==> src/ovl_pkg.sv <==
// shared types and codes for the ordered value list
package ovl_pkg;

  localparam int OVL_CAPACITY = 16;

  typedef enum logic [1:0] {
    OP_APPEND  = 2'd0,
    OP_PREPEND = 2'd1,
    OP_REMOVE  = 2'd2,
    OP_SEARCH  = 2'd3
  } op_t;

  typedef enum logic [1:0] {
    STAT_OK        = 2'd0,
    STAT_EMPTY     = 2'd1,
    STAT_NOT_FOUND = 2'd2,
    STAT_FULL      = 2'd3
  } status_t;

  typedef enum logic [2:0] {
    S_IDLE,
    S_PREP,
    S_SCAN,
    S_SHIFT,
    S_DONE
  } state_t;

  typedef struct packed {
    logic [1:0]         operation;
    logic signed [31:0] value;
  } in_item_t;

  typedef struct packed {
    logic [1:0] status;
    logic [3:0] position;
    logic [4:0] entry_count;
  } out_item_t;

endpackage

==> src/ovl_mem.sv <==
// entry storage: one write port, one registered read port
module ovl_mem #(
  parameter int DEPTH = 16,
  parameter int AW    = 4
) (
  input  logic          clk,
  input  logic          we,
  input  logic [AW-1:0] waddr,
  input  logic [31:0]   wdata,
  input  logic          re,
  input  logic [AW-1:0] raddr,
  output logic [31:0]   rdata
);

  logic [31:0] mem [DEPTH];

  always_ff @(posedge clk) begin
    if (we) begin
      mem[waddr] <= wdata;
    end
  end

  always_ff @(posedge clk) begin
    if (re) begin
      rdata <= mem[raddr];
    end
  end

endmodule

==> src/ovl_ctrl.sv <==
// command sequencer: walks the entry store one word per cycle with a shared comparator
module ovl_ctrl #(
  parameter int CAPACITY = 16,
  parameter int AW       = 4,
  parameter int CW       = 5
) (
  input  logic             clk,
  input  logic             rst_n,
  input  logic             in_valid,
  input  ovl_pkg::in_item_t in_data,
  output logic             idle,
  input  logic             out_free,
  output logic             done,
  output ovl_pkg::out_item_t res,
  output logic [CW-1:0]    count,
  output logic             mem_we,
  output logic [AW-1:0]    mem_waddr,
  output logic [31:0]      mem_wdata,
  output logic             mem_re,
  output logic [AW-1:0]    mem_raddr,
  input  logic [31:0]      mem_rdata
);
  import ovl_pkg::*;

  state_t        state_r,  state_nxt;
  op_t           op_r,     op_nxt;
  logic [31:0]   val_r,    val_nxt;
  logic [CW-1:0] count_r,  count_nxt;
  logic [CW-1:0] idx_r,    idx_nxt;
  logic          issue_r,  issue_nxt;
  logic          pend_r,   pend_nxt;
  logic [AW-1:0] pidx_r,   pidx_nxt;
  logic [AW-1:0] pos_r,    pos_nxt;
  status_t       stat_r,   stat_nxt;

  logic          full;
  logic [CW-1:0] idx_inc;
  logic [CW-1:0] shift_start;
  logic [31:0]   pos_ext;
  logic [31:0]   count_ext;

  assign full        = (count_r == CW'(CAPACITY));
  assign idx_inc     = idx_r + CW'(1);
  assign shift_start = CW'(pidx_r) + CW'(1);
  assign pos_ext     = 32'(pos_r);
  assign count_ext   = 32'(count_r);

  assign count           = count_r;
  assign res.status      = stat_r;
  assign res.position    = pos_ext[3:0];
  assign res.entry_count = count_ext[4:0];

  always_ff @(posedge clk) begin
    if (!rst_n) begin
      state_r <= S_IDLE;
      count_r <= '0;
      issue_r <= 1'b0;
      pend_r  <= 1'b0;
    end else begin
      state_r <= state_nxt;
      count_r <= count_nxt;
      issue_r <= issue_nxt;
      pend_r  <= pend_nxt;
    end
  end

  always_ff @(posedge clk) begin
    op_r   <= op_nxt;
    val_r  <= val_nxt;
    idx_r  <= idx_nxt;
    pidx_r <= pidx_nxt;
    pos_r  <= pos_nxt;
    stat_r <= stat_nxt;
  end

  always_comb begin
    state_nxt = state_r;
    op_nxt    = op_r;
    val_nxt   = val_r;
    count_nxt = count_r;
    idx_nxt   = idx_r;
    issue_nxt = issue_r;
    pend_nxt  = 1'b0;
    pidx_nxt  = pidx_r;
    pos_nxt   = pos_r;
    stat_nxt  = stat_r;
    mem_we    = 1'b0;
    mem_waddr = '0;
    mem_wdata = val_r;
    mem_re    = 1'b0;
    mem_raddr = idx_r[AW-1:0];
    done      = 1'b0;
    idle      = 1'b0;

    case (state_r)
      S_IDLE: begin
        idle = 1'b1;
        if (in_valid) begin
          op_nxt   = op_t'(in_data.operation);
          val_nxt  = in_data.value;
          pos_nxt  = '0;
          stat_nxt = STAT_OK;
          case (op_t'(in_data.operation))
            OP_APPEND, OP_PREPEND: begin
              if (full) begin
                stat_nxt  = STAT_FULL;
                state_nxt = S_DONE;
              end else if (op_t'(in_data.operation) == OP_APPEND || count_r == '0) begin
                // write straight at the back slot
                mem_we    = 1'b1;
                mem_waddr = count_r[AW-1:0];
                mem_wdata = in_data.value;
                pos_nxt   = count_r[AW-1:0];
                count_nxt = count_r + CW'(1);
                state_nxt = S_DONE;
              end else begin
                idx_nxt   = count_r - CW'(1);
                issue_nxt = 1'b1;
                state_nxt = S_PREP;
              end
            end
            OP_REMOVE, OP_SEARCH: begin
              if (count_r == '0) begin
                stat_nxt  = STAT_EMPTY;
                state_nxt = S_DONE;
              end else begin
                idx_nxt   = '0;
                issue_nxt = 1'b1;
                state_nxt = S_SCAN;
              end
            end
            default: begin
              state_nxt = S_DONE;
            end
          endcase
        end
      end

      S_PREP: begin
        // move entries up by one, last first
        if (issue_r) begin
          mem_re   = 1'b1;
          pend_nxt = 1'b1;
          pidx_nxt = idx_r[AW-1:0];
          if (idx_r == '0) begin
            issue_nxt = 1'b0;
          end else begin
            idx_nxt = idx_r - CW'(1);
          end
        end
        if (pend_r) begin
          mem_we    = 1'b1;
          mem_waddr = pidx_r + AW'(1);
          mem_wdata = mem_rdata;
        end
        if (!issue_r && !pend_r) begin
          mem_we    = 1'b1;
          mem_waddr = '0;
          mem_wdata = val_r;
          pos_nxt   = '0;
          count_nxt = count_r + CW'(1);
          state_nxt = S_DONE;
        end
      end

      S_SCAN: begin
        if (issue_r) begin
          mem_re    = 1'b1;
          pend_nxt  = 1'b1;
          pidx_nxt  = idx_r[AW-1:0];
          idx_nxt   = idx_inc;
          issue_nxt = (idx_inc < count_r);
        end
        if (pend_r) begin
          if (mem_rdata == val_r) begin
            // first match: drop the read in flight
            pos_nxt  = pidx_r;
            pend_nxt = 1'b0;
            if (op_r == OP_SEARCH) begin
              issue_nxt = 1'b0;
              state_nxt = S_DONE;
            end else begin
              idx_nxt   = shift_start;
              issue_nxt = (shift_start < count_r);
              state_nxt = S_SHIFT;
            end
          end else if (!issue_r) begin
            stat_nxt  = STAT_NOT_FOUND;
            state_nxt = S_DONE;
          end
        end
      end

      S_SHIFT: begin
        // close the gap, moving entries down by one
        if (issue_r) begin
          mem_re    = 1'b1;
          pend_nxt  = 1'b1;
          pidx_nxt  = idx_r[AW-1:0];
          idx_nxt   = idx_inc;
          issue_nxt = (idx_inc < count_r);
        end
        if (pend_r) begin
          mem_we    = 1'b1;
          mem_waddr = pidx_r - AW'(1);
          mem_wdata = mem_rdata;
        end
        if (!issue_r && !pend_r) begin
          count_nxt = count_r - CW'(1);
          state_nxt = S_DONE;
        end
      end

      S_DONE: begin
        done      = 1'b1;
        issue_nxt = 1'b0;
        if (out_free) begin
          state_nxt = S_IDLE;
        end
      end

      default: begin
        state_nxt = S_IDLE;
      end
    endcase
  end

endmodule

==> src/ordered_value_list.sv <==
// top level of the ordered value list: sequencer, entry store and result register
// A bounded ordered list of up to CAPACITY signed 32-bit values kept in a single-port-write,
// single-port-read memory. Each command (append, front insert, remove first match, search)
// gives one result transfer with status, position and the entry count afterwards. The block
// takes one command at a time and holds in_stall high until its result is in the output
// register. An append, a refused insert or a command on an empty list needs no walk of the
// store; a front insert moves every entry up by one, last first, through the memory's read
// and write ports before it writes the new value at the front; a search scans from the front
// up to the first match, or over every entry when nothing matches; a removal scans up to the
// first match and then moves the rest down by one. The memory's one read per cycle and the
// single comparator set the pace of each walk. The output register lets the next command
// start while a result still waits on out_stall.
module ordered_value_list #(
  parameter int CAPACITY = ovl_pkg::OVL_CAPACITY
) (
  input  logic               clk,
  input  logic               rst_n,
  input  logic               in_valid,
  output logic               in_stall,
  input  ovl_pkg::in_item_t  in_data,
  output logic               out_valid,
  input  logic               out_stall,
  output ovl_pkg::out_item_t out_data
);
  import ovl_pkg::*;

  // address width for the store and width of the entry count
  localparam int AW = (CAPACITY > 1) ? $clog2(CAPACITY) : 1;
  localparam int CW = $clog2(CAPACITY + 1);

  logic          idle;
  logic          done;
  logic          out_free;
  out_item_t     res;
  logic [CW-1:0] count_w;

  logic          mem_we;
  logic [AW-1:0] mem_waddr;
  logic [31:0]   mem_wdata;
  logic          mem_re;
  logic [AW-1:0] mem_raddr;
  logic [31:0]   mem_rdata;

  logic          out_valid_r, out_valid_nxt;
  out_item_t     out_data_r;

  // busy from the accepted transfer until its result is registered
  assign in_stall = !idle;

  // result register is free when empty or being drained this cycle
  assign out_free = !out_valid_r || !out_stall;

  ovl_ctrl #(
    .CAPACITY (CAPACITY),
    .AW       (AW),
    .CW       (CW)
  ) u_ctrl (
    .clk       (clk),
    .rst_n     (rst_n),
    .in_valid  (in_valid),
    .in_data   (in_data),
    .idle      (idle),
    .out_free  (out_free),
    .done      (done),
    .res       (res),
    .count     (count_w),
    .mem_we    (mem_we),
    .mem_waddr (mem_waddr),
    .mem_wdata (mem_wdata),
    .mem_re    (mem_re),
    .mem_raddr (mem_raddr),
    .mem_rdata (mem_rdata)
  );

  ovl_mem #(
    .DEPTH (CAPACITY),
    .AW    (AW)
  ) u_mem (
    .clk   (clk),
    .we    (mem_we),
    .waddr (mem_waddr),
    .wdata (mem_wdata),
    .re    (mem_re),
    .raddr (mem_raddr),
    .rdata (mem_rdata)
  );

  // output register
  always_comb begin
    out_valid_nxt = out_valid_r;
    if (done && out_free) begin
      out_valid_nxt = 1'b1;
    end else if (!out_stall) begin
      out_valid_nxt = 1'b0;
    end
  end

  always_ff @(posedge clk) begin
    if (!rst_n) begin
      out_valid_r <= 1'b0;
    end else begin
      out_valid_r <= out_valid_nxt;
    end
  end

  always_ff @(posedge clk) begin
    if (done && out_free) begin
      out_data_r <= res;
    end
  end

  assign out_valid = out_valid_r;
  assign out_data  = out_data_r;

  // the entry count never goes beyond the capacity
  a_count_bound: assert property (@(posedge clk) disable iff (!rst_n)
    count_w <= CW'(CAPACITY))
    else $error("entry count above capacity");

  // a command accepted leaves the block busy in the next cycle
  a_busy_after_accept: assert property (@(posedge clk) disable iff (!rst_n)
    (in_valid && !in_stall) |=> in_stall)
    else $error("block ready right after a command transfer");

  // any status other than ok carries position zero
  a_pos_zero: assert property (@(posedge clk) disable iff (!rst_n)
    out_valid |-> (out_data.status == STAT_OK || out_data.position == 4'd0))
    else $error("nonzero position with a failing status");

  // an empty-list status reports no entries
  a_empty_count: assert property (@(posedge clk) disable iff (!rst_n)
    (out_valid && out_data.status == STAT_EMPTY) |-> out_data.entry_count == 5'd0)
    else $error("empty status with nonzero entry count");

endmodule
==> config.mk <==
export PLATFORM = sky130hd
export DESIGN_NAME = ordered_value_list
export DESIGN_NICKNAME = d
export VERILOG_FILES = /design/src/ovl_pkg.sv /design/src/ovl_mem.sv /design/src/ovl_ctrl.sv /design/src/ordered_value_list.sv
export SDC_FILE = /design/constraint.sdc
export NUM_CORES = 1
export LEC_CHECK = 0
export ABC_AREA = 1
export BUFFER_PORTS_ARGS = -buffer_cell sky130_fd_sc_hd__buf_2
export CAP_MARGIN = 20
export CORE_MARGIN = 1.5
export CORE_UTILIZATION = 25
export CTS_CLUSTER_DIAMETER = 150
export CTS_CLUSTER_SIZE = 14
export DETAILED_ROUTE_END_ITERATION = 8
export REMOVE_ABC_BUFFERS = 1
export SYNTH_ARGS = -nofsm -noshare
export SYNTH_HDL_FRONTEND = slang
export SYNTH_SLANG_ARGS = --single-unit
==> constraint.sdc <==
create_clock -name clk -period 5.4 [get_ports clk]
set_input_delay 0.27 -clock clk [delete_from_list [all_inputs] [get_ports clk]]
set_output_delay 0.27 -clock clk [all_outputs]
set_load 0.02 [all_outputs]
==> metrics.cfg <==
[placed_design]
gp_congestion = 0.8494
dp_slack_ns = 1.688
port-buffer-count = 50
place_area_sq_um = 27870
dp_hpwl_microns = 40330

[cts]
clockRootBuffer = clkbuf_16
clkSinkCount = 615
cts_resized = 0
numCtsBuffers = 49
path_clk_slew_ns = 0.08
cts_tree = done
cts_buffer_depth = 3
htree_num_levels = 2
insertion_delay_ns = 0.63

[final_layout]
nNetsFinal = 2222
n_antenna_cell = 0
final_cell_area_sq_um = 29570
drive_gt1_share_pct = 10.29
fillers = 10560
final_util_pct = 28.62
syn2layout_area_growth_pct = 13.68

[route]
drtIter0Drc = 1829
routed_wl_microns = 69980
first_pass_iters = 5
vias = 17090
remaining_drc_errors = 0
ant_nets = 0
post_drt_via_cell_ratio = 4.804
wire_per_inst_microns = 19.67

[power_and_ir_drop]
leakage_nw = 9.564
ir_worst_vdd_mv = 0.3359
power_density_nw_per_um2 = 548.9

[critical_path]
cpMostUsedCell = nand3_1
r2r_slack_ns = 1.66
endpoint_kind = register
rr_startpoint = u_ctrl.count[0]$_SDFFE_PN0P_
slowest_stage = nand2_4
path_class = reg2reg
r2r_end = u_mem.mem[7][22]$_DFFE_PP_
worst_r2r_path_depth = 11
startpoint_type = register
slowest_delay_ns = 0.58
cp_cell_sequence = clkinv_1 > ha_1 > nand3_1 > inv_2 > o21ai_4 > nor2_4 > nand2_4 > buf_4 > nand2_1 > o211ai_2 > nand3_1
critPathMaxFanout = 47
crit_required_ns = 5.54
cp.arrival_ns = 3.88

[yosys]
synth_warnings = 0
yosys.area_share.simple_pct = 10.60
netlist_area_sq_um = 26020
ys_ff_latch = 615
synth_xor_xnor_area_share_pct = 1.347
yosysTopAreaCell = edfxtp_1
synth_edf_count = 604
synth.mux.area_fraction_pct = 0
yosysTopAreaCellShare_pct = 69.72
synth.area.top_cells = edfxtp_1, o21ai_0, nor2_1, nand2_1, nand3_1
synth_compound_area_share_pct = 13.25
synth_common_cells = edfxtp_1, nor2_1, o21ai_0
synthCells = 2121
syn_area_per_cell_sq_um = 12.27
synth_top_family_by_area = compound AO/OA/AOI/OAI gates
netlist-cell-type-count = 39
synth_adder_area_share_pct = 0.7695
ys_seq_area_share_pct = 70.56
ys.flop_type = edfxtp_1
postSynth.asyncResetShare_pct = 0
synth_most_common_cell = edfxtp_1

[grt]
antenna_found_initial = 2
grt_first_pass_wirelength_microns = 103900
grt_pass1_vias = 16310
globalRouteOverflowTotal = 0
grt_usage_pct = 12.77
grt_max_degree = 176

[die]
die-area_sq_um = 106000
die_h_microns = 325.6
num_rows = 118
start_util_pct = 25.17
core_sq_um = 103300
io_pins = 51
die-width_microns = 325.6

[hold_path]
min_to = u_ctrl.val_r[31]$_DFFE_PP_
worstHoldPathType = in2reg
hp-start = in_valid
min_path_cells = 3

[timing]
max_freq_mhz = 267.5
max_slew.worst_pin.slew_ns = 1.033
setup_viol = 0
hold_viol = 0
finalCriticalPeriod_ns = 3.739
period_share_pct = 69.23
rsz0062_at_grt = no
fin_ws_ns = 1.661
tns_ns = 0
slew_viol_final = 0
skew_ns = 0.03732
slew_headroom_pct = 30.94
hold_ws_ns = 0.2897

[flow_run]
maxCapViolations = 0

[run_status]
outcome = finished, final reports clean

-- logic make-up (layout without fill, tap and decap cells) --
family	Yosys count	in the layout
simple gates	673	673
fa+ha+maj	16	16
compound gates	561	561
xor+xnor	40	40
flops	615	615
buf+inv	216	272
-- state kept, by name, summed over array words and instances, names as in the netlist --
signal and count:
u_mem.mem 512, u_ctrl.val_r 32, u_mem.rdata 32, out_data 11
u_ctrl.count 5, u_ctrl.idx_r 5, u_ctrl.pidx_r 4, u_ctrl.pos_r 4
u_ctrl.state_r 3, u_ctrl.op_r 2, u_ctrl.stat_r 2, out_valid 1
u_ctrl.issue_r 1, u_ctrl.pend_r 1
-- worst max-delay path: cells and delay by family (launching register included) --
kind,cells,cell delay [ns]
fa+ha+maj,1,0.35
simple gates,5,1.40
buf+inv,3,0.77
flops,1,0.40
compound gates,2,0.28
-- cell usage in the layout (no fill, tap or decap), types with 3 or more instances in the layout --
| cell | netlist | routed |
|---|---|---|
| o221ai_1 | 45 | 45 |
| nand2_1 | 231 | 231 |
| o21ai_1 | 7 | 7 |
| xor2_1 | 9 | 9 |
| ha_1 | 16 | 16 |
| xnor2_1 | 31 | 31 |
| dfxtp_1 | 11 | 11 |
| a21oi_1 | 56 | 56 |
| o211ai_2 | 32 | 32 |
| buf_2 | 25 | 50 |
| nor3_1 | 4 | 4 |
| o22ai_1 | 90 | 90 |
| edfxtp_1 | 604 | 604 |
| buf_4 | 0 | 37 |
| inv_1 | 77 | 76 |
| clkbuf_16 | 0 | 49 |
| dlygate4sd3_1 | 0 | 36 |
| o211ai_1 | 22 | 22 |
| nor2_1 | 303 | 282 |
| clkbuf_1 | 92 | 8 |
| inv_2 | 6 | 8 |
| nand3_1 | 116 | 116 |
| o21ai_0 | 298 | 298 |
| nor2_4 | 4 | 25 |
| nand4_1 | 3 | 3 |
| nand2_2 | 5 | 5 |
-- per-layer routing --
metal  track usage (%)  vias to the layer above  wire, microns
li1                  -                     7839              -
met1             18.48                     8520          32170
met2             20.08                      642          31800
met3             1.809                       86           4706
met4             3.175                        0           1304
met5                 0                        -              0
-- area by class of cell --
type / instances / area, sq um / share of cell area (%)
sequential: 615 / 18360 / 62.07
inverter: 87 / 332.8 / 1.125
tap: 1380 / 1727 / 5.838
multi-input combinational: 1290 / 6914 / 23.38
timing repair buffer: 125 / 928.4 / 3.139
clock buffer: 57 / 1256 / 4.248
clock inverter: 3 / 58.81 / 0.1988
-- through the flow --
step / instances / power, mW
final: 3557 / 16.23
after detailed placement: 3459 / 13.02
after global routing: 3557 / 17.07
after global placement: 3459 / 12.97
after CTS: 3555 / 16.29
after floorplan: 1992 / 10.83
-- worst max-delay path by stage --
stage                                            start                     endpoint  slack (ns)  depth (start not counted)
after floorplan              u_ctrl.idx_r[0]$_DFFE_PP_  u_ctrl.issue_r$_SDFFE_PN0P_       -3.35                          8
after global placement    u_ctrl.count[0]$_SDFFE_PN0P_  u_mem.mem[12][22]$_DFFE_PP_        1.78                         11
after detailed placement  u_ctrl.count[0]$_SDFFE_PN0P_  u_mem.mem[14][22]$_DFFE_PP_        1.69                         11
after CTS                 u_ctrl.count[0]$_SDFFE_PN0P_  u_mem.mem[15][22]$_DFFE_PP_        1.67                         11
after global routing      u_ctrl.count[0]$_SDFFE_PN0P_   u_mem.mem[7][22]$_DFFE_PP_        1.44                         11
final                     u_ctrl.count[0]$_SDFFE_PN0P_   u_mem.mem[7][22]$_DFFE_PP_        1.66                         11
-- repair_timing --
action                                  4_1_cts  5_1_grt
buffers inserted                              0        0
endpoints found under the hold margin        39        0
endpoints found under the setup margin        0        0
hold buffers                                 36        0
-- power breakdown --
| group | switching [mW] | total [mW] | leakage (nW) | internal, mW |
|---|---|---|---|---|
| sequential | 0.214 | 7.02 | 5.57 | 6.81 |
| combinational | 4.45 | 5.95 | 3.35 | 1.50 |
| clock | 1.63 | 3.27 | 0.639 | 1.64 |
No activity file was read; power rests on OpenSTA's default activity.
